`config.mk`:
```
export PLATFORM = sky130hd
export DESIGN_NAME = pgmd_queue
export DESIGN_NICKNAME = d
export VERILOG_FILES = /design/src/hw/rtl/pgmd_pkg.sv /design/src/hw/rtl/pgmd_queue.sv
export SDC_FILE = /design/constraint.sdc
export NUM_CORES = 1
export LEC_CHECK = 0
export BUFFER_PORTS_ARGS = -buffer_cell sky130_fd_sc_hd__buf_2
export CORE_MARGIN = 8
export CORE_UTILIZATION = 52
export CTS_CLUSTER_DIAMETER = 120
export DETAILED_ROUTE_END_ITERATION = 6
export GPL_TIMING_DRIVEN = 0
export PLACE_DENSITY = 0.83
export SLEW_MARGIN = 20
export SYNTH_ARGS = -nofsm -noshare
export SYNTH_HDL_FRONTEND = slang
export SYNTH_SLANG_ARGS = --single-unit
```
`constraint.sdc`:
```
create_clock -name clk -period 6.25 [get_ports clk]
set_input_delay 0.9375 -clock clk [delete_from_list [all_inputs] [get_ports clk]]
set_output_delay 0.9375 -clock clk [all_outputs]
set_load 0.01 [all_outputs]
```
`src/hw/rtl/pgmd_pkg.sv`:
```
// ============================================================================
// pgmd_pkg: shared types, constants and functions of the proximity grid
// motion detector.
// ============================================================================
package pgmd_pkg;

	localparam int unsigned CellCount = 16;
	localparam logic [16:0] OneQ16    = 17'd65536;
	localparam logic [24:0] ZLimit    = 25'd10737419;

	// Configuration register indexes.
	localparam logic [1:0] RegThreshold = 2'd0;
	localparam logic [1:0] RegKeep      = 2'd1;
	localparam logic [1:0] RegWarp      = 2'd2;

	typedef logic signed [2:0] move_t;

	// Frame summary handed from the front part to the back part.
	typedef struct packed {
		logic [15:0] det_now;
		logic [15:0] det_prev;
		logic [16:0] level;
		logic [16:0] prev_level;
		logic [14:0] frame_time;
	} frame_t;

	// Transition table: index is {prev b, prev a, now b, now a}.
	function automatic move_t move_lookup(input logic [3:0] idx);
		move_t m;
		case (idx)
			4'd1, 4'd6, 4'd7, 4'd8, 4'd14: m = 3'sd1;
			4'd2, 4'd4, 4'd9, 4'd11, 4'd13: m = -3'sd1;
			default: m = 3'sd0;
		endcase
		return m;
	endfunction

	function automatic move_t pair_move(input logic [15:0] dn, input logic [15:0] dp,
			input int unsigned c0, input int unsigned c1);
		return move_lookup({dp[c1], dp[c0], dn[c1], dn[c0]});
	endfunction

endpackage

```
`src/hw/rtl/pgmd_queue.sv`:
```
// ============================================================================
// pgmd_queue: two-entry frame summary queue between front and back parts.
// ============================================================================
module pgmd_queue (
	input  logic clk,
	input  logic arst_n,
	input  logic wr_valid,
	output logic wr_ready,
	input  pgmd_pkg::frame_t wr_data,
	output logic rd_valid,
	input  logic rd_ready,
	output pgmd_pkg::frame_t rd_data
);
	import pgmd_pkg::*;

	frame_t     mem_q [2];
	logic       wp_q, rp_q;
	logic [1:0] cnt_q;
	logic       push, pop;

	assign wr_ready = (cnt_q != 2'd2);
	assign rd_valid = (cnt_q != 2'd0);
	assign rd_data  = mem_q[rp_q];
	assign push = wr_valid && wr_ready;
	assign pop  = rd_valid && rd_ready;

	// Storage.
	always_ff @(posedge clk) begin
		if (push) mem_q[wp_q] <= wr_data;
	end

	// Pointers and fill count.
	always_ff @(posedge clk or negedge arst_n) begin
		if (!arst_n) begin
			wp_q  <= 1'b0;
			rp_q  <= 1'b0;
			cnt_q <= '0;
		end else begin
			if (push) wp_q <= ~wp_q;
			if (pop) rp_q <= ~rp_q;
			cnt_q <= cnt_q + 2'(push) - 2'(pop);
		end
	end
endmodule

```
After elaboration in Yosys (flattened, before gate mapping)
Memory sizes are Yosys's and may differ from the RTL's.
Cells that the tools add are included.
W data, S select, Z words.
Operators by class
  $add $sub $neg: 2
  equal/unequal tests: 1
  mux-type cells: 2
  bitwise logic cells: 2
  reduce and logical (&&, ||, !) cells: 3
Operators by type and width (count)
  $add A2 B1 Y2: 1
  $logic_and A1 B1 Y1: 2
  $mux W1: 2
  $ne A2 B2 Y1 const B: 1
  $not A1 Y1: 2
  $reduce_bool A2 Y1: 1
  $sub A2 B1 Y2: 1
Storage, ports and cells
  register bits: 4
  memory bits (writable): 162
  output and inout port bits: 83
  memories: 1
Memories
  mem_q: depth 2, width 81, read ports 1, clocked after Yosys merged registers in 0, write ports 1, line pgmd_queue.sv:16  | frame_t mem_q [2];

Logic depth before layout (Yosys ltp)
  depth after elaboration: 4
  mapped depth: 7
  depth with buffers taken out: 7

Worst setup path before layout
Ideal clock, no wire load.
  path kind: input-to-reg
  start point: input port wr_valid
  end point: memory mem_q[0][0] (netlist name), enable pin
  library setup time: 0.521 ns
  data arrival time: 4.411 ns
  data required time: 5.729 ns
  slack: 1.318 ns
  stages: 2
  path buffers: 0
  path through: nand2_1 -> nor2_1
On the way
  cells in the longest elaborated chain, start to end: 3
Ends and longest elaborated chain
  start, declared: line pgmd_queue.sv:7  | input logic wr_valid,
  $logic_and A1 B1 Y1: line pgmd_queue.sv:24  | assign push = wr_valid && wr_ready;
  $mux W1: line pgmd_queue.sv:29  | if (push) mem_q[wp_q] <= wr_data;
  $mux W1 (not written as such): line pgmd_queue.sv:29
  end, declared: line pgmd_queue.sv:16
Every way passes these cells.

==> metrics.cfg <==
[global_route]
grt_max_degree=42
antenna_found_initial=0
grt_remaining_overflow=0
grt_pass1_wl_mm=17.8
grt_usage_pct=14.6
grt_pass1_vias=3450

[detailed_routing]
via_per_inst=4.82
dr.pass1.iters=4
finalWirelength_mm=11.8
drt.antenna.violating_nets=0
num_vias=3087
drc=0
drt-met1-wl_mm=4.58
dr_wl_met2_mm=6.29
wl_met3_um=777
routed.top_layer=met4
drt-initial-drc-count=210
avgRoutedWirePerCell_um=18.5

[clock_tree]
cts_root_buffer=clkbuf_16
cts.sinks=166
cts_hold_buf=0
clk_pin_slew_ns=0.06
cts_setup_buffers=0
cts_resized=0
cts_inserted_buffers=17
htreeDepth=4
insertion_delay_ns=0.41
cts_tree=done
clock_path_buffers=2

[sta]
finalSetupViolCount=0
tightest_slew_ns=0.759
clock_skew_ns=0.00401
finalCritPeriodShare_pct=41.2
drv_slew=0
holdWs_ns=0.318
hold_viol_final=0
slew_headroom_pct=49.3
rsz0062_at_grt=false
timing.fmax_mhz=388
period_needed_ns=2.58

[setup_path]
worstPathRequired_ns=5.31
r2r_setup_slack_ns=4.15
critical_path_class=flop to primary output
r2r-start=cnt_q[1]$_DFF_PN0_
cp-start-kind=flop
crit_fanout=10
worstPathArrival_ns=1.64
r2r_cells=5
end_kind=primary output
r2r_end=mem_q[0][54]$_DFFE_PP_

[layout]
final_cells=640
seqCellArea_um2=4960
drive_gt1_share_pct=61.4
multi_input_area_um2=1320
syn2layout_area_growth_pct=26.2
fillers=787
n_antenna_cell=0
finalNetCount=546

[run_status]
status=finished, final reports clean

[pwr]
p_comb_share_pct=35.4
power_switching_uw=1100
ir_drop_v=0.000326
p_int_uw=2800
power.density_nw_per_um2=480
clkPwrFrac_pct=23.8
p_leak_uw=0.00329
switching_share_pct=28.2
power_frac_seq_pct=40.8

[synthesis]
ys_seq_area_share_pct=77.0
syn_avg_cell_area_um2=24.0
postSynthNetCount=356
synth_area_um2=6440
syn_inst=269
synth.distinct_cells=16
ys_ff_latch=166
ys_warn_count=0

[run]
max_cap_viol_count=0

[placement]
dp_hpwl_mm=8.41
gp_congestion=0.710
dpl.cell_count=608
io_buffer_count=167

[floorplan]
num_rows=40
num_io_pins=168
die_area_um2=16200
core_area_um2=12100
initial_core_util_pct=53.4
die_w_um=127
die_h_um=127

[worst_hold_path]
min_path_type=input pin to asynchronous set/reset pin

==> power by group through the flow <==
stage	sequential [uW]	clock, uW	combinational (uW)
floorplan	1620	0	947
global placement	1640	0	1330
detailed placement	1620	0	1410
CTS	1590	948	1410
global route	1610	987	1480
finish	1590	928	1380
==> layout by cell type (no fill, tap or decap) <==
cell / n
inv_1: 1
clkinv_2: 5
buf_12: 9
ha_1: 2
nor2_4: 1
buf_6: 1
nand2b_1: 1
clkinv_1: 2
buf_2: 167
edfxtp_1: 162
dfrtp_1: 4
or2_1: 1
buf_16: 3
and3_4: 1
mux2_4: 79
mux2_2: 2
nand2_1: 1
clkbuf_1: 4
xor2_1: 1
and2_4: 1
clkbuf_16: 17
bufinv_16: 1
xnor2_1: 3
clkinvlp_4: 3
==> Yosys cell counts, drive strengths merged <==
| master | n | area [um^2] |
|---|---|---|
| and2 | 1 | 8.76 |
| and3 | 1 | 6.26 |
| buf | 9 | 171 |
| dfrtp | 4 | 100 |
| edfxtp | 162 | 4860 |
| ha | 2 | 25.0 |
| inv | 1 | 3.75 |
| mux2 | 81 | 1210 |
| nand2 | 1 | 3.75 |
| nand2b | 1 | 6.26 |
| nor2 | 1 | 3.75 |
| or2 | 1 | 6.26 |
| xnor2 | 3 | 26.3 |
| xor2 | 1 | 8.76 |
==> metal layers <==
layer	vias up	track usage, %
met2	105	25.7
li1	1444	-
met1	1525	15.6
met4	0	7.07
met5	-	0
met3	13	4.78
==> how the worst max path moves through the flow <==
stage / startpoint / endpoint / slack [ns] / depth (start not counted)
4_1_cts: rp_q$_DFFE_PN0P_ / rd_data[11] / 3.63 / 4
2_1_floorplan: wr_valid / mem_q[0][0]$_DFFE_PP_ / 1.32 / 2
6_report: rp_q$_DFFE_PN0P_ / rd_data[17] / 3.67 / 4
5_1_grt: rp_q$_DFFE_PN0P_ / rd_data[19] / 3.61 / 4
3_5_place_dp: wr_valid / mem_q[0][58]$_DFFE_PP_ / 3.67 / 5
3_3_place_gp: wr_valid / mem_q[0][56]$_DFFE_PP_ / -0.50 / 3
==> worst max-delay path, cell delays in order, from the launching register on <==
cell     delay [ns]
dfrtp_1        0.34
buf_6          0.23
buf_12         0.19
mux2_4         0.31
buf_2          0.14
==> metrics by stage <==
| stage | area, um^2 | setup slack (ns) | TNS (ns) | total power (uW) | util, % |
|---|---|---|---|---|---|
| after CTS | 8130 | 3.63 | 0 | 3960 | 67.4 |
| after floorplan | 6440 | 1.32 | 0 | 2560 | - |
| final | 8130 | 3.67 | 0 | 3900 | 67.4 |
| after global routing | 8130 | 3.61 | 0 | 4070 | 67.4 |
| after detailed placement | 7600 | 3.67 | 0 | 3030 | 63.0 |
| after global placement | 7490 | -0.496 | -39.66 | 2970 | 62.1 |
==> area by class of cell <==
type	instances	share of cell area, %
Sequential cell	166	61.1
Multi-Input combinational cell	93	16.2
Timing Repair Buffer	171	11.5
Clock buffer	21	5.42
Tap cell	168	2.59
Buffer	9	2.11
Clock inverter	11	1.05
Inverter	1	0.0462
==> registers in the layout (all words and copies together) (netlist names) <==
signal  count
rp_q        1
mem_q     162
wp_q        1
cnt_q       2
==> logic make-up (layout without fill, tap and decap cells) <==
kind of cell / count (synthesis) / count (layout) / synth area share [%]
adder cells (fa/ha/maj): 2 / 2 / 0.388
XOR/XNOR: 4 / 4 / 0.544
multiplexers: 81 / 81 / 18.8
buffers and inverters: 10 / 213 / 2.72
flip-flops: 166 / 166 / 77.0
AND/OR/NAND/NOR: 6 / 6 / 0.544
(Power assumes the default switching activity.)
