**src/hw/rtl/pgmd_pkg.sv**
```systemverilog
// ============================================================================
// pgmd_pkg: shared types, constants and functions of the proximity grid
// motion detector.
// ============================================================================
package pgmd_pkg;

	localparam int unsigned CellCount = 16;
	localparam logic [16:0] OneQ16    = 17'd65536;
	localparam logic [24:0] ZLimit    = 25'd10737419;

	// Configuration register indexes.
	localparam logic [1:0] RegThreshold = 2'd0;
	localparam logic [1:0] RegKeep      = 2'd1;
	localparam logic [1:0] RegWarp      = 2'd2;

	typedef logic signed [2:0] move_t;

	// Frame summary handed from the front part to the back part.
	typedef struct packed {
		logic [15:0] det_now;
		logic [15:0] det_prev;
		logic [16:0] level;
		logic [16:0] prev_level;
		logic [14:0] frame_time;
	} frame_t;

	// Transition table: index is {prev b, prev a, now b, now a}.
	function automatic move_t move_lookup(input logic [3:0] idx);
		move_t m;
		case (idx)
			4'd1, 4'd6, 4'd7, 4'd8, 4'd14: m = 3'sd1;
			4'd2, 4'd4, 4'd9, 4'd11, 4'd13: m = -3'sd1;
			default: m = 3'sd0;
		endcase
		return m;
	endfunction

	function automatic move_t pair_move(input logic [15:0] dn, input logic [15:0] dp,
			input int unsigned c0, input int unsigned c1);
		return move_lookup({dp[c1], dp[c0], dn[c1], dn[c0]});
	endfunction

endpackage

```
**src/hw/rtl/pgmd_front.sv**
```systemverilog
// ============================================================================
// pgmd_front: per-sample scaling, filtering and detection.
// Scales each sample, updates its cell filter in the MUL and UPD states, and hands
// a frame summary to the queue after the sixteenth sample.
// ============================================================================
module pgmd_front (
	input  logic clk,
	input  logic arst_n,
	input  logic in_valid,
	output logic in_ready,
	input  logic [9:0] raw_sample,
	input  logic [14:0] frame_time,
	input  logic [16:0] detect_threshold,
	input  logic [8:0] filter_keep,
	output logic fr_valid,
	input  logic fr_ready,
	output pgmd_pkg::frame_t fr_data
);
	import pgmd_pkg::*;

	typedef enum logic [2:0] {F_IDLE, F_SCALE, F_MUL, F_UPD, F_PUSH} fstate_t;

	fstate_t     state_q;
	logic [9:0]  raw_q;
	logic [14:0] ft_q;
	logic [16:0] scaled_q;
	logic [16:0] flt_q [CellCount];
	logic [3:0]  cell_q;
	logic [15:0] det_now_q, det_prev_q;
	logic [16:0] min_q, prev_level_q;
	logic [25:0] prod_a_q, prod_b_q;
	logic [8:0]  k_c;
	logic [16:0] scaled_c, f_c;
	logic [26:0] quo_c;
	logic [26:0] sum_c;

	assign k_c = (filter_keep > 9'd256) ? 9'd256 : filter_keep;

	// Scale: 65536 - 65536*off/511, off = 2*(raw-512); quotient by reciprocal
	// 65536*off < 2^25; floor(x/511) = (x*8208) >> 22 adjusted by one compare.
	logic [24:0] num_c;
	logic [39:0] rec_c;
	logic [17:0] qe_c;
	logic [26:0] rem_c;
	always_comb begin
		num_c = {raw_q[7:0], 1'b0, 16'd0};
		rec_c = 40'(num_c) * 40'd8208;
		qe_c  = rec_c[39:22];
		rem_c = 27'(num_c) - 27'(qe_c) * 27'd511;
		quo_c = 27'(qe_c);
		if (rem_c >= 27'd511) quo_c = quo_c + 27'd1;
		if (raw_q >= 10'd768) scaled_c = 17'd0;
		else if (raw_q < 10'd512) scaled_c = OneQ16;
		else scaled_c = OneQ16 - quo_c[16:0];
	end

	assign sum_c = 27'(prod_a_q) + 27'(prod_b_q);
	assign f_c   = sum_c[24:8];
	assign in_ready = (state_q == F_IDLE);
	assign fr_valid = (state_q == F_PUSH);
	assign fr_data  = '{det_now: det_now_q, det_prev: det_prev_q, level: min_q,
		prev_level: prev_level_q, frame_time: ft_q};

	// Sample sequencer.
	always_ff @(posedge clk or negedge arst_n) begin
		if (!arst_n) begin
			state_q      <= F_IDLE;
			cell_q       <= '0;
			det_now_q    <= '0;
			det_prev_q   <= '0;
			min_q        <= OneQ16;
			prev_level_q <= OneQ16;
			for (int i = 0; i < CellCount; i++) flt_q[i] <= '0;
		end else begin
			case (state_q)
				F_IDLE: begin
					if (in_valid) begin
						raw_q   <= raw_sample;
						ft_q    <= frame_time;
						state_q <= F_SCALE;
					end
				end
				F_SCALE: begin
					scaled_q <= scaled_c;
					det_now_q[cell_q] <= (scaled_c < detect_threshold);
					state_q <= F_MUL;
				end
				F_MUL: begin
					prod_a_q <= 26'(flt_q[cell_q]) * 26'(k_c);
					prod_b_q <= 26'(scaled_q) * 26'(9'd256 - k_c);
					state_q  <= F_UPD;
				end
				F_UPD: begin
					flt_q[cell_q] <= f_c;
					if (f_c < min_q) min_q <= f_c;
					if (cell_q == 4'd15) state_q <= F_PUSH;
					else begin
						cell_q  <= cell_q + 4'd1;
						state_q <= F_IDLE;
					end
				end
				F_PUSH: begin
					if (fr_ready) begin
						prev_level_q <= min_q;
						min_q        <= OneQ16;
						det_prev_q   <= det_now_q;
						cell_q       <= '0;
						state_q      <= F_IDLE;
					end
				end
				default: state_q <= F_IDLE;
			endcase
		end
	end
endmodule

```
**config.mk**
```make
export PLATFORM = sky130hd
export DESIGN_NAME = pgmd_front
export DESIGN_NICKNAME = d
export VERILOG_FILES = /design/src/hw/rtl/pgmd_pkg.sv /design/src/hw/rtl/pgmd_front.sv
export SDC_FILE = /design/constraint.sdc
export NUM_CORES = 2
export LEC_CHECK = 0
export ABC_AREA = 1
export BUFFER_PORTS_ARGS = -buffer_cell sky130_fd_sc_hd__buf_2
export CORE_AREA = 5 5 261 263
export DETAILED_ROUTE_END_ITERATION = 12
export DIE_AREA = 0 0 266 268
export HOLD_SLACK_MARGIN = 0.05
export PLACE_DENSITY = 0.66
export SETUP_SLACK_MARGIN = 0.4
export SYNTH_ARGS = -nofsm -noshare
export SYNTH_HDL_FRONTEND = slang
export SYNTH_SLANG_ARGS = --single-unit
```
**constraint.sdc**
```tcl
create_clock -name clk -period 23.4 [get_ports clk]
set_clock_uncertainty 0.15 [all_clocks]
set_input_delay 2.34 -clock clk [delete_from_list [all_inputs] [get_ports clk]]
set_output_delay 2.34 -clock clk [all_outputs]
set_load 0.005 [all_outputs]
```
Word-level counts from Yosys, hierarchy flattened
Index checks and enable logic that the tools add are counted.
Storage, ports and cells
  word-level logic and storage cells: 91
  register bits after elaboration: 437
  input port bits: 55
  output and inout bits: 83
Operators by class
  mux-type cells: 23
  equal/unequal tests: 9
  add/subtract/negate cells: 6
  $mul: 4
  bitwise logic cells: 1
  reduce and logical (&&, ||, !) cells: 11
  magnitude comparators: 10
Operators with widths (number)
  272-bit bitwise mux: 1
  17-bit two-way mux: 8
  17-bit binary-select mux with 4-bit select: 1
  17-bit demux with 4-bit select: 1
  17-bit less-than comparator: 2
  17-bit case mux with 2 select lines: 1
  27-bit by 9-bit >= comparator with 1-bit output (second input constant): 1
  25-bit by 26-bit subtractor with 27-bit output: 1
  17-bit by 9-bit multiplier with 26-bit output (second input constant): 1
  25-bit adder: 1
  17-bit by 9-bit multiplier with 25-bit output: 1
  18-bit by 10-bit multiplier with 25-bit output: 1
  8-bit by 10-bit multiplier with 18-bit output (second input constant): 1
  17-bit by 1-bit adder with 17-bit output (second input constant): 1
  17-bit subtractor (first input constant): 1
  16-bit bitwise mux: 1
  3-bit case mux with 5 select lines: 1
  10-bit >= comparator (second input constant): 1
  10-bit less-than comparator (second input constant): 1
  9-bit by 9-bit subtractor with 10-bit output (first input constant): 1
  9-bit > comparator (second input constant): 1
  3-bit two-way mux: 3
  9-bit two-way mux: 1
  3-bit AND reduction: 3
  other kinds (20): 28

Logic depth before layout (Yosys ltp)
  word-level depth: 10
  depth in mapped cells: 47
  mapped depth without buffers: 46

Worst setup path before layout
No wires, ideal clock.
  path type: in2reg
  start: in filter_keep[8]
  end: reg prod_b_q[24] (data pin)
  required time: 22986 ps
  setup time: 264 ps
  stages on the path: 34
  setup slack: 14180 ps
  path buffers: 3
  data arrival time: 8806 ps
  cell sequence: clkbuf_1 > inv_1 > a41oi_1 > nor2_1 > clkinv_1 > clkbuf_1 > ha_1 > nand2_1 > nor2_1 > nand4_1 > or2_2 > nand2_1 > inv_1 > clkbuf_1 > nand2_1 > fa_1 > fa_1 > fa_1 > fa_1 > inv_1 > fa_1 > ha_1 > nand2_1 > nor2_1 > nand4_1 > nor2_1 > a211oi_1 > o21ai_0 > nand3_1 > nand2_1 > nand3_1 > nand2_1 > a31oi_1 > xor2_1
On the way
  cells in the longest elaborated chain, start to end: 4
RTL lines
  start, declared: line pgmd_front.sv:14  | input logic [8:0] filter_keep,
  9-bit > comparator: line pgmd_front.sv:37  | assign k_c = (filter_keep > 9'd256) ? 9'd256 : filter_keep;
  9-bit two-way mux (*): line pgmd_front.sv:37
  9-bit by 9-bit subtractor with 10-bit output (*): line pgmd_front.sv:90  | prod_b_q <= 26'(scaled_q) * 26'(9'd256 - k_c);
  18-bit by 10-bit multiplier with 25-bit output (*): line pgmd_front.sv:90
  end signal, assigned: line pgmd_front.sv:90
  end, declared: line pgmd_front.sv:31  | logic [25:0] prod_a_q, prod_b_q;
Every way passes the cells marked *; elsewhere a longest branch is shown, timed or not.
A chain may end at the register's enable or synchronous reset.

Worst setup path after layout
Ends and elaborated chain as after synthesis.

==> results_dict.tcl <==
set metrics [dict create \
    run_status "complete, no violations" \
    netlist_area_mm2 0.0337 \
    rows 94 \
    setup_viol 0 \
    synthDominantAreaCellType "dfrtp_1" \
    synth.avg_cell_area_um2 8.34 \
    die_w_um 266 \
    path_common_cell "nand2_1" \
    arrival_ps 9930 \
    synth_sequential_area_ratio_pct 33.8 \
    finalInstanceArea_mm2 0.0371 \
    port-buffer-count 137 \
    synth_area_leaders "dfrtp_1 (25%), fa_1 (17%), nand2_1 (10%)" \
    post_synth_inst_count 4042 \
    max_cap_violation_count 0 \
    rsz0062_at_grt "false" \
    post_dp_cell_area_mm2 0.0353 \
    slew_viol_final 0 \
    gp_congestion 0.919 \
    vias 27319 \
    first_pass_iters 6 \
    slew_headroom_pct 21.7 \
    worstSetupEndpointType "register" \
    wl_met3_um 5620 \
    timing.final.hold_violations 0 \
    post_synth_most_frequent_cells "nand2_1 (936), inv_1 (556), o21ai_0 (470)" \
    detailedRoute.firstIterationViolations 2155 \
    start_util_pct 51.6 \
    final_period_minus_worst_setup_slack_ps 9750 \
    floorplan.core_area_mm2 0.0654 \
    cts_hold_buf 0 \
    critical-path-slowest-cell "nand2_1" \
    synthFlopType "dfrtp_1" \
    met2_length_um 42400 \
    overflow_after_grt 0 \
    post_drt_via_cell_ratio 5.42 \
    clkLatencyLatePin_ps 610 \
    critPathMaxStageDelay_ps 570 \
    hold_wc_path_type "reg2reg" \
    timing.setup.tns_ps 0 \
    drc 0 \
    diodes 0 \
    height_of_the_die_um 268 \
    ctsResizeCount 0 \
    grt_pass1_vias 27058 \
    placement.setup.worst_slack_ps 13090 \
    yosys_warnings 0 \
    design.final.nets 4724 \
    ys_seq_elements 437 \
    die-area_mm2 0.0713 \
    track_usage_pct 25.7 \
    dominant_cell_by_count_in_the_synthesized_netlist "nand2_1" \
    synth-async-reset-ratio_pct 78.9 \
    number_of_enable_flip_flop_cells_after_synthesis 92 \
    post_drt_wl_per_cell_um 18.0 \
    cts_inserted_buffers 50 \
    clock_tree.root_cell "clkbuf_16" \
    setup_slack_ps 13650 \
    detail_route.wirelength.met1_um 40700 \
    drt.antenna.violating_nets 0 \
    initial_antenna_violation_count 1 \
    clock_tree.htree_level_count 2 \
    route.top_layer_used "met4" \
    setup.worst_path.start_class "input port" \
    io_pins 138 \
    detailed_place_hpwl_um 66700 \
    fmax_mhz 103 \
    cts.sink_count 437 \
    path_clk_slew_ps 60 \
    path_class "in2reg" \
    cts_tree "done" \
    drt_wl_total_um 90900 \
    tightest_slew_ps 1170 \
    drive_above_1_share_pct 8.91 \
    grt_max_degree 94 \
    worst-path-max-fanout 19 \
    post_cts_buffers 0 \
    areaGrowthSynthToFinish_pct 10.0 \
    period_share_pct 41.7 \
    synth_cell_type_count 52 \
    required_ps 23580 \
    synth_top_cell_area_share_pct 25.5 \
    clock_tree.buffer_depth 3 \
    grt_pass1_wl_um 147000 \
]
-- worst max-delay path: cells and delay by family --
family	cells	cell delay [ps]
compound gates	7	1290
xor+xnor	1	90
fa+ha+maj	7	3190
buf+inv	8	1560
simple gates	10	1450
-- final cells by class --
class / instances / area [µm²]
Sequential cell: 437 / 11400
Multi-Input combinational cell: 2880 / 19600
Timing Repair Buffer: 183 / 1040
Clock buffer: 66 / 1410
Inverter: 584 / 2190
Tap cell: 864 / 1080
Clock inverter: 27 / 355
Fill cell: 6090 / 28300
-- per-layer routing --
layer	vias up	global-route usage, %
li1	13057	-
met3	122	3.09
met2	811	42.7
met5	-	0
met1	13329	36.6
met4	0	6.08
-- metrics by stage --
stage / hold slack, ps / util [%] / std cells
2_1_floorplan: 298 / - / 4056
3_3_place_gp: 311 / 54.0 / 4948
3_5_place_dp: 318 / 54.0 / 4948
4_1_cts: 332 / 56.7 / 5041
5_1_grt: 344 / 56.7 / 5041
6_report: 326 / 56.7 / 5041
-- final timing paths --
path / startpoint / endpoint / slack [ps] / cells after the start
max reg2reg: raw_q[4] / det_now_q[12] / 14450 / 44
min: flt_q[167] / flt_q[167] / 330 / 2
max in group asynchronous: arst_n / flt_q[59] / 18820 / 4
max: filter_keep[8] / prod_b_q[24] / 13650 / 33
min in group asynchronous: arst_n / flt_q[214] / 1520 / 1
min reg2reg: flt_q[167] / flt_q[167] / 330 / 2
-- layout by cell type, fill, tap and decap left out, types with 5 or more instances in the layout --
| cell type | n |
|---|---|
| a21o_1 | 7 |
| a21oi_1 | 103 |
| a31oi_1 | 5 |
| buf_2 | 136 |
| buf_4 | 46 |
| bufinv_16 | 6 |
| clkbuf_1 | 7 |
| clkbuf_16 | 51 |
| clkbuf_8 | 8 |
| clkinv_1 | 10 |
| clkinv_2 | 8 |
| conb_1 | 16 |
| dfrtp_1 | 341 |
| edfxtp_1 | 92 |
| fa_1 | 282 |
| ha_1 | 251 |
| inv_1 | 553 |
| inv_2 | 24 |
| nand2_1 | 936 |
| nand2_2 | 15 |
| nand3_1 | 105 |
| nand4_1 | 48 |
| nor2_1 | 370 |
| nor2_2 | 16 |
| nor2_4 | 7 |
| nor3_1 | 24 |
| o21ai_0 | 470 |
| o21bai_1 | 8 |
| o22ai_1 | 80 |
| or2_2 | 28 |
| xnor2_1 | 28 |
| xor2_1 | 36 |
-- registers in the layout (all words and copies together), names as in the netlist --
| register | flops |
|---|---|
| cell_q | 4 |
| det_prev_q | 16 |
| scaled_q | 17 |
| prod_b_q | 25 |
| state_q | 3 |
| flt_q | 272 |
| prev_level_q | 17 |
| min_q | 17 |
| ft_q | 15 |
| raw_q | 10 |
| det_now_q | 16 |
| prod_a_q | 25 |
-- cell families (layout without fill, tap and decap cells) --
group,Yosys count,count (layout),share of synthesized area [%]
xor gates and xnor gates,64,64,1.66
DFF,437,437,33.8
other,2,16,0.0223
buffers and inverters,739,860,8.27
and+or+nand+nor,1566,1566,19.1
adders and majority gates,533,533,26.1
AOI/OAI and AO/OA,701,701,11.1
Power is not shown: default switching activity piles up to over one toggle a cycle in this logic, so the estimate is an artifact.
