File: config.mk
export PLATFORM = sky130hd
export DESIGN_NAME = pgmd_back
export DESIGN_NICKNAME = d
export VERILOG_FILES = /design/src/hw/rtl/pgmd_pkg.sv /design/src/hw/rtl/pgmd_back.sv
export SDC_FILE = /design/constraint.sdc
export NUM_CORES = 1
export LEC_CHECK = 0
export BUFFER_PORTS_ARGS = -buffer_cell sky130_fd_sc_hd__buf_4
export CAP_MARGIN = 20
export CORE_MARGIN = 1
export CORE_UTILIZATION = 40
export DETAILED_ROUTE_END_ITERATION = 10
export GPL_TIMING_DRIVEN = 0
export PLACE_DENSITY = 0.66
export SKIP_CTS_REPAIR_TIMING = 1
export SYNTH_ARGS = -nofsm -noshare
export SYNTH_HDL_FRONTEND = slang
export SYNTH_SLANG_ARGS = --single-unit
File: constraint.sdc
create_clock -name clk -period 5.95 [get_ports clk]
set_input_delay 0 -clock clk [delete_from_list [all_inputs] [get_ports clk]]
set_output_delay 0 -clock clk [all_outputs]
set_load 0.03 [all_outputs]
File: src/hw/rtl/pgmd_pkg.sv
// ============================================================================
// pgmd_pkg: shared types, constants and functions of the proximity grid
// motion detector.
// ============================================================================
package pgmd_pkg;

	localparam int unsigned CellCount = 16;
	localparam logic [16:0] OneQ16    = 17'd65536;
	localparam logic [24:0] ZLimit    = 25'd10737419;

	// Configuration register indexes.
	localparam logic [1:0] RegThreshold = 2'd0;
	localparam logic [1:0] RegKeep      = 2'd1;
	localparam logic [1:0] RegWarp      = 2'd2;

	typedef logic signed [2:0] move_t;

	// Frame summary handed from the front part to the back part.
	typedef struct packed {
		logic [15:0] det_now;
		logic [15:0] det_prev;
		logic [16:0] level;
		logic [16:0] prev_level;
		logic [14:0] frame_time;
	} frame_t;

	// Transition table: index is {prev b, prev a, now b, now a}.
	function automatic move_t move_lookup(input logic [3:0] idx);
		move_t m;
		case (idx)
			4'd1, 4'd6, 4'd7, 4'd8, 4'd14: m = 3'sd1;
			4'd2, 4'd4, 4'd9, 4'd11, 4'd13: m = -3'sd1;
			default: m = 3'sd0;
		endcase
		return m;
	endfunction

	function automatic move_t pair_move(input logic [15:0] dn, input logic [15:0] dp,
			input int unsigned c0, input int unsigned c1);
		return move_lookup({dp[c1], dp[c0], dn[c1], dn[c0]});
	endfunction

endpackage

File: src/hw/rtl/pgmd_back.sv
// ============================================================================
// pgmd_back: frame motion and z rate.
// Computes quadrant x/y motion from detect bits, the z rate by a restoring
// divider, and emits four quadrant results through an output register.
// ============================================================================
module pgmd_back (
	input  logic clk,
	input  logic arst_n,
	input  logic fr_valid,
	output logic fr_ready,
	input  pgmd_pkg::frame_t fr_data,
	input  logic [16:0] warp_limit,
	output logic out_valid,
	input  logic out_ready,
	output logic quad_row,
	output logic quad_col,
	output logic signed [18:0] motion_x,
	output logic signed [18:0] motion_y,
	output logic signed [24:0] motion_z,
	output logic [16:0] level,
	output logic last_of_frame
);
	import pgmd_pkg::*;

	typedef enum logic [1:0] {B_IDLE, B_PREP, B_DIV, B_EMIT} bstate_t;

	bstate_t            state_q;
	logic signed [18:0] mx_q [4];
	logic signed [18:0] my_q [4];
	logic [16:0]        level_q;
	logic               neg_q, zero_q;
	logic [22:0]        div_q;   // 2*ft*100
	logic [33:0]        num_q;   // shifting dividend
	logic [34:0]        rem_q;
	logic [33:0]        quo_q;
	logic [5:0]         bit_q;
	logic [1:0]         quad_q;

	// Sum in [-6,6] times 65536 over 3, truncated toward zero.
	function automatic logic signed [18:0] div3(input logic signed [5:0] s);
		logic signed [24:0] p;
		logic [24:0]        a;
		logic [24:0]        q;
		p = 25'(s) <<< 16;
		a = p[24] ? 25'(-p) : 25'(p);
		q = 25'((49'(a) * 49'd11184811) >> 25);
		return p[24] ? -19'(q) : 19'(q);
	endfunction

	// Combinational motion of one frame summary.
	logic signed [18:0] mx_c [4];
	logic signed [18:0] my_c [4];
	always_comb begin
		logic signed [3:0] m0, m1, m2;
		logic signed [5:0] s;
		for (int i = 0; i < 2; i++) begin
			m0 = 4'(pair_move(fr_data.det_now, fr_data.det_prev, 8*i, 8*i+1))
				+ 4'(pair_move(fr_data.det_now, fr_data.det_prev, 8*i+4, 8*i+5));
			m1 = 4'(pair_move(fr_data.det_now, fr_data.det_prev, 8*i+1, 8*i+2))
				+ 4'(pair_move(fr_data.det_now, fr_data.det_prev, 8*i+5, 8*i+6));
			m2 = 4'(pair_move(fr_data.det_now, fr_data.det_prev, 8*i+2, 8*i+3))
				+ 4'(pair_move(fr_data.det_now, fr_data.det_prev, 8*i+6, 8*i+7));
			s = 6'(m0) * 6'sd2 + 6'(m1);
			mx_c[(1-i)*2]   = div3(s);
			s = 6'(m1) + 6'(m2) * 6'sd2;
			mx_c[(1-i)*2+1] = div3(s);
			m0 = 4'(pair_move(fr_data.det_now, fr_data.det_prev, 2*i, 4+2*i))
				+ 4'(pair_move(fr_data.det_now, fr_data.det_prev, 2*i+1, 5+2*i));
			m1 = 4'(pair_move(fr_data.det_now, fr_data.det_prev, 4+2*i, 8+2*i))
				+ 4'(pair_move(fr_data.det_now, fr_data.det_prev, 5+2*i, 9+2*i));
			m2 = 4'(pair_move(fr_data.det_now, fr_data.det_prev, 8+2*i, 12+2*i))
				+ 4'(pair_move(fr_data.det_now, fr_data.det_prev, 9+2*i, 13+2*i));
			s = 6'(m0) * 6'sd2 + 6'(m1);
			my_c[2+i] = div3(s);
			s = 6'(m1) + 6'(m2) * 6'sd2;
			my_c[i]   = div3(s);
		end
	end

	logic signed [17:0] delta_c;
	logic [16:0]        mag_c;
	assign delta_c = $signed({1'b0, fr_data.level}) - $signed({1'b0, fr_data.prev_level});
	assign mag_c   = delta_c[17] ? 17'(-delta_c) : 17'(delta_c);

	logic [34:0] trial_c;
	assign trial_c = {rem_q[33:0], num_q[33]} - 35'(div_q);

	logic [24:0] zq_c;
	assign zq_c = (quo_q > 34'(ZLimit)) ? ZLimit : quo_q[24:0];

	assign fr_ready = (state_q == B_IDLE);

	// Frame sequencer: capture, divide one bit a cycle, emit four results.
	always_ff @(posedge clk or negedge arst_n) begin
		if (!arst_n) begin
			state_q   <= B_IDLE;
			out_valid <= 1'b0;
		end else begin
			case (state_q)
				B_IDLE: begin
					if (fr_valid) begin
						for (int j = 0; j < 4; j++) begin
							mx_q[j] <= mx_c[j];
							my_q[j] <= my_c[j];
						end
						level_q <= fr_data.level;
						neg_q   <= delta_c[17];
						zero_q  <= (mag_c > warp_limit) || (fr_data.frame_time == '0);
						div_q   <= 23'(fr_data.frame_time) * 23'd200;
						// Dividend: mag*2*65536 + ft*100.
						num_q   <= {mag_c, 17'd0} + 34'(fr_data.frame_time) * 34'd100;
						state_q <= B_PREP;
					end
				end
				B_PREP: begin
					rem_q   <= '0;
					quo_q   <= '0;
					bit_q   <= 6'd34;
					state_q <= B_DIV;
				end
				B_DIV: begin
					if (trial_c[34]) rem_q <= {rem_q[33:0], num_q[33]};
					else rem_q <= trial_c;
					quo_q <= {quo_q[32:0], ~trial_c[34]};
					num_q <= {num_q[32:0], 1'b0};
					bit_q <= bit_q - 6'd1;
					if (bit_q == 6'd1) begin
						quad_q  <= '0;
						state_q <= B_EMIT;
					end
				end
				B_EMIT: begin
					if (!out_valid || out_ready) begin
						out_valid     <= 1'b1;
						quad_row      <= quad_q[1];
						quad_col      <= quad_q[0];
						motion_x      <= mx_q[quad_q];
						motion_y      <= my_q[quad_q];
						motion_z      <= zero_q ? '0 : (neg_q ? -zq_c : zq_c);
						level         <= level_q;
						last_of_frame <= (quad_q == 2'd3);
						quad_q        <= quad_q + 2'd1;
						if (quad_q == 2'd3) state_q <= B_IDLE;
					end
				end
				default: state_q <= B_IDLE;
			endcase
			if (out_valid && out_ready && state_q != B_EMIT) out_valid <= 1'b0;
		end
	end
endmodule
# Yosys cells after proc, flatten, opt, wreduce, memory -nomap -nowiden

Memories as Yosys holds them, arrays and structs flattened. A register that Yosys moved wholly into a read port is not among the register bits.
Index checks and enable logic that the tools add are counted.

Memories kept: 26
Bits in read-only memories: 1152
Output and inout bits: 85
Register bits: 197
Bits in latches: 0
Input port bits: 102
Logic and storage cells: 167
Bits in writable memories: 152

Memories:

| name             | depth | bits a word | read ports | clocked after memory_dff | wr ports | line            | source |
|---|---|---|---|---|---|---|---|
| mx_q             | 4     | 19          | 1          | 1                        | 4        | pgmd_back.sv:28 | `logic signed [18:0] mx_q [4];` |
| my_q             | 4     | 19          | 1          | 1                        | 4        | pgmd_back.sv:29 | `logic signed [18:0] my_q [4];` |
| (no name shown)  | 16    | 3           | 1          | 0                        | 0        | pgmd_pkg.sv:30  | `case (idx)` |
| (no name shown)  | 16    | 3           | 1          | 0                        | 0        | pgmd_pkg.sv:30  |  |
| (no name shown)  | 16    | 3           | 1          | 0                        | 0        | pgmd_pkg.sv:30  |  |
| (no name shown)  | 16    | 3           | 1          | 0                        | 0        | pgmd_pkg.sv:30  |  |
| 20 more memories | --    | --          | --         | --                       | --       | --              |  |

Multiplexer cells: 39
Shift-type cells: 0
Multiply operators: 10
Bitwise gates (word level): 1
Div/mod/pow operators: 0
Reductions and logical operators: 20
$add $sub $neg: 43
Magnitude comparators: 2
Equality and inequality tests: 10

Operators with widths:

| kind                                                  | count |
|---|---|
| multiplier 25 x 24 -> 44 bit (second input constant)  | 8 |
| 2-to-1 mux 25 bit                                     | 10 |
| case mux 34 bit (2 select lines)                      | 3 |
| negation 22 -> 25 bit                                 | 8 |
| 2-to-1 mux 19 bit                                     | 8 |
| negation 19 bit                                       | 8 |
| 2-to-1 mux 34 bit                                     | 2 |
| adder 3 x 3 -> 4 bit                                  | 12 |
| multiplier 15 x 5 -> 20 bit (second input constant)   | 2 |
| subtractor 35 x 23 -> 35 bit                          | 1 |
| adder 34 x 22 -> 34 bit                               | 1 |
| > comparator 34 x 24 -> 1 bit (second input constant) | 1 |
| negation 25 bit                                       | 1 |
| adder 4 x 5 -> 6 bit                                  | 4 |
| adder 5 x 4 -> 6 bit                                  | 4 |
| subtractor 17 x 17 -> 18 bit                          | 1 |
| > comparator 17 bit                                   | 1 |
| 2-to-1 mux 17 bit                                     | 1 |
| negation 17 bit                                       | 1 |
| logical NOT 15 bit                                    | 1 |
| 2-to-1 mux 2 bit                                      | 6 |
| case mux 6 bit (2 select lines)                       | 1 |
| inequality test 2 bit (second input constant)         | 5 |
| nonzero test 2 bit                                    | 5 |
| other kinds (16)                                      | 30 |

# Logic depth before layout (Yosys ltp)

An unclocked memory read counts as a cell.

Depth after elaboration: 8
Mapped depth: 43
Gate-level depth less buffers: 40

# Worst setup path before layout

OpenSTA, ideal clock, no wires.

Kind: input to register
Start point: in fr_data[58] (netlist name)
End point: mem mx_q[1][18] (data pin)
Cell stages on the path: 42
Slack: -3.391 ns
Arrival time: 9.074 ns
Path buffers: 6
Required time: 5.682 ns
Path through: clkbuf_1 -> clkbuf_1 -> nor2_1 -> a21oi_1 -> a21oi_1 -> ha_1 -> fa_1 -> buf_2 -> xnor2_1 -> ha_1 -> or2_2 -> a221o_1 -> and2_1 -> clkbuf_1 -> clkbuf_1 -> a31oi_1 -> xnor2_1 -> ha_1 -> (+6 left out) -> ha_1 -> inv_1 -> fa_1 -> inv_1 -> ha_1 -> clkbuf_1 -> and3_1 -> and3_1 -> and4_1 -> nand2_1 -> a211oi_1 -> o21a_1 -> a211oi_1 -> nor3_1 -> a41o_1 -> a21oi_1 -> o41ai_1 -> xnor2_1

RTL lines:

| what        | line            | source |
|---|---|---|
| from (decl) | pgmd_back.sv:11 | `input pgmd_pkg::frame_t fr_data,` |
| to (decl)   | pgmd_back.sv:28 |  |

==> metrics.cfg <==
[drt]
post_drt_wl_per_cell_um = 16.82
vias = 45584
vias_per_cell = 5.168
drc = 0
ant_nets = 0
drt-total-wl_um = 148300
drtIter0Drc = 2326
dr.pass1.iters = 5

[grt]
grt_pass1_vias = 43823
grt_overflow_total = 0
grt.busiest_layer = met2
grt_usage = 0.1838
grt_max_degree = 75
antenna_found_initial = 3
use_met2 = 0.3270
use_met3 = 0.02249
grt_pass1_wl_um = 222100
grt_use_met1 = 0.2398

[worst_setup_path]
start_kind = input pin
cpMostUsedCell = ha_4
r2r_end = motion_z[22]
reg2reg_depth = 16
crit_family = adder cells
crit_type = input pin to register
crit_path_max_fanout = 8
arrival_ps = 9130
reg2reg_from = quo_q[20]
critPathRequiredTime_ps = 6300
crit_path_top_delay_cell = fa_2
rrSetupSlack_ps = 1520
crit_buf_inv = 6
cp.depth = 40
crit_path_max_incr_delay_ps = 680
endpoint_kind = register

[place]
gp_congestion = 0.8945
portBuffers = 175
post_dp_cell_area_um2 = 64860
dp_hpwl_um = 113700
post-place-ws_ps = -5030

[outcome]
status = finished with violations
failed_checks = negative setup slack

[yosys]
synth_seq_area_share = 0.1965
synth-edff-count = 382
synth.avg_cell_area_um2 = 9.986
synthArstFlopShare = 0.007792
ys_ff_latch = 385
synthCells = 5884
syn_area_um2 = 58760
synth_cell_types = 105
synth_flop_cell = edfxtp_1
ys_warn_count = 0

[timing]
finalCriticalPeriod_ps = 8781
fin_tns_setup_ps = -309950
period_share = 1.476
rsz0062_at_grt = true
worstMarginPinSlew_ps = 1115
relSlewSlack = 0.2470
setup_violations = 157
timing.fmax_ghz = 0.1139
final.setup_skew_ps = 34.49
hold_violations = 0
fin_ws_ps = -2831
maxSlewViolCount = 0

[clock_network]
clock_sinks = 385
tritoncts = yes
ctsLongestPathBuffers = 3
cts_buffers = 44
h-tree-depth = 2
root_buffer = clkbuf_16
clk_pin_slew_ps = 70
clk_latency_ps = 600

[cells_and_area]
n_antenna_cell = 0
fin_area_um2 = 75720
final_common_cell = ha_1
drive_gt1_frac = 0.2448
nets = 8706
syn_to_final_growth_pct = 28.88
final_cell_mix = 1127 x ha_1, 953 x inv_1, 573 x buf_4

[worst_hold_path]
min_to = div_q[8]
min-delay-start = fr_data[5]
hold_class = input pin to register
hold_path_depth = 3

[floorplan]
die_w_um = 385.3
ios = 187
dieArea_um2 = 148400
die_h_um = 385.3
core-area_um2 = 145700
start_util = 0.4032
num_rows = 140

[job]
cap_violations = 0

## cells in the mapped netlist, types with 10 or more instances
library cell	count	area, um2
o31a_1	10	87.58
nor2_1	277	1040
nand4_1	24	150.1
inv_1	1013	3802
o2111ai_1	10	87.58
or2_2	28	175.2
ha_1	1303	16300
mux2_2	18	202.7
o31ai_1	37	277.8
a21boi_0	25	187.7
xnor2_1	317	2776
nand2b_1	53	331.6
mux4_2	62	1396
fa_1	433	8668
a211o_1	10	87.58
nor2b_1	57	356.6
mux2i_1	33	330.3
nand3_1	70	350.3
clkbuf_1	117	439.2
a211oi_1	44	330.3
nor3_1	67	335.3
o211ai_1	23	172.7
or3_1	31	193.9
o21a_1	44	330.3
nor4_1	24	150.1
or4_1	17	127.6
edfxtp_1	382	11470
o21bai_1	31	232.7
nand2_1	246	923.4
and4_1	12	105.1
buf_1	12	45.04
a21oi_1	248	1241
xor2_1	167	1463
and3_1	39	244.0
nand3b_1	10	75.07
and2_1	95	594.3
a22oi_1	14	105.1
a31oi_1	47	294.0
o21ai_0	169	845.8
a21o_1	81	608.1
nor3b_1	13	97.59
## layer usage
metal,part of all wire,wire (um)
met1,0.42,62360
met3,0.053,7924
met4,0.023,3416
met2,0.50,74650
met5,0,0
## tightest hold or removal path: stages
cell   delay [ps]
buf_4         110
ha_1          190
fa_1          200
## metrics by stage
stage                 util  hold WS (ps)  instances
global route        0.5196         36.23       8821
detailed placement  0.4450        -181.2       8262
finish              0.5196         4.243       8821
CTS                 0.4556        -836.0       8344
floorplan                -        -295.6       6162
global placement    0.4437        -187.2       8254
## registers in the layout (all words and copies together), names as in the netlist
signal         flops
last_of_frame      1
quad_col           1
my_q              76
quad_q             2
out_valid          1
mx_q              76
bit_q              6
quo_q             34
motion_y          19
zero_q             1
motion_z          25
num_q             32
neg_q              1
div_q             20
quad_row           1
level             17
state_q            2
level_q           17
motion_x          19
rem_q             34
## cell families (layout without fill, tap and decap cells)
group | count (synthesis) | count (layout) | synth area share
muxes | 114 | 114 | 0.03307
buffers and inverters | 1146 | 1888 | 0.07340
other | 2 | 280 | 0.0001278
adders and majority gates | 1736 | 1736 | 0.4250
AOI/OAI and AO/OA | 920 | 920 | 0.1049
xor gates and xnor gates | 485 | 485 | 0.07242
DFF | 385 | 385 | 0.1965
and+or+nand+nor | 1096 | 1096 | 0.09453
## how the worst max path moves through the flow
stage,startpoint,end
5_1_grt,fr_data[72],my_q[3][14]
4_1_cts,fr_data[70],my_q[0][18]
3_3_place_gp,fr_data[70],my_q[0][18]
2_1_floorplan,fr_data[70],mx_q[3][18]
6_report,fr_data[72],my_q[3][14]
3_5_place_dp,fr_data[70],my_q[0][18]
## final cells by class
cell class	count	area [um2]
flip-flops and latches	385	11550
repair buffers	678	5685
plain buffers	111	581.8
clock inverters	33	421.7
repair inverters	4	27.53
clock buffers	49	1120
well taps	1917	2399
multi-input cells	4631	50040
inverters	1013	3904
fillers	12498	70020
Power is not shown: default switching activity piles up to over one toggle a cycle in this logic, so the estimate is an artifact.
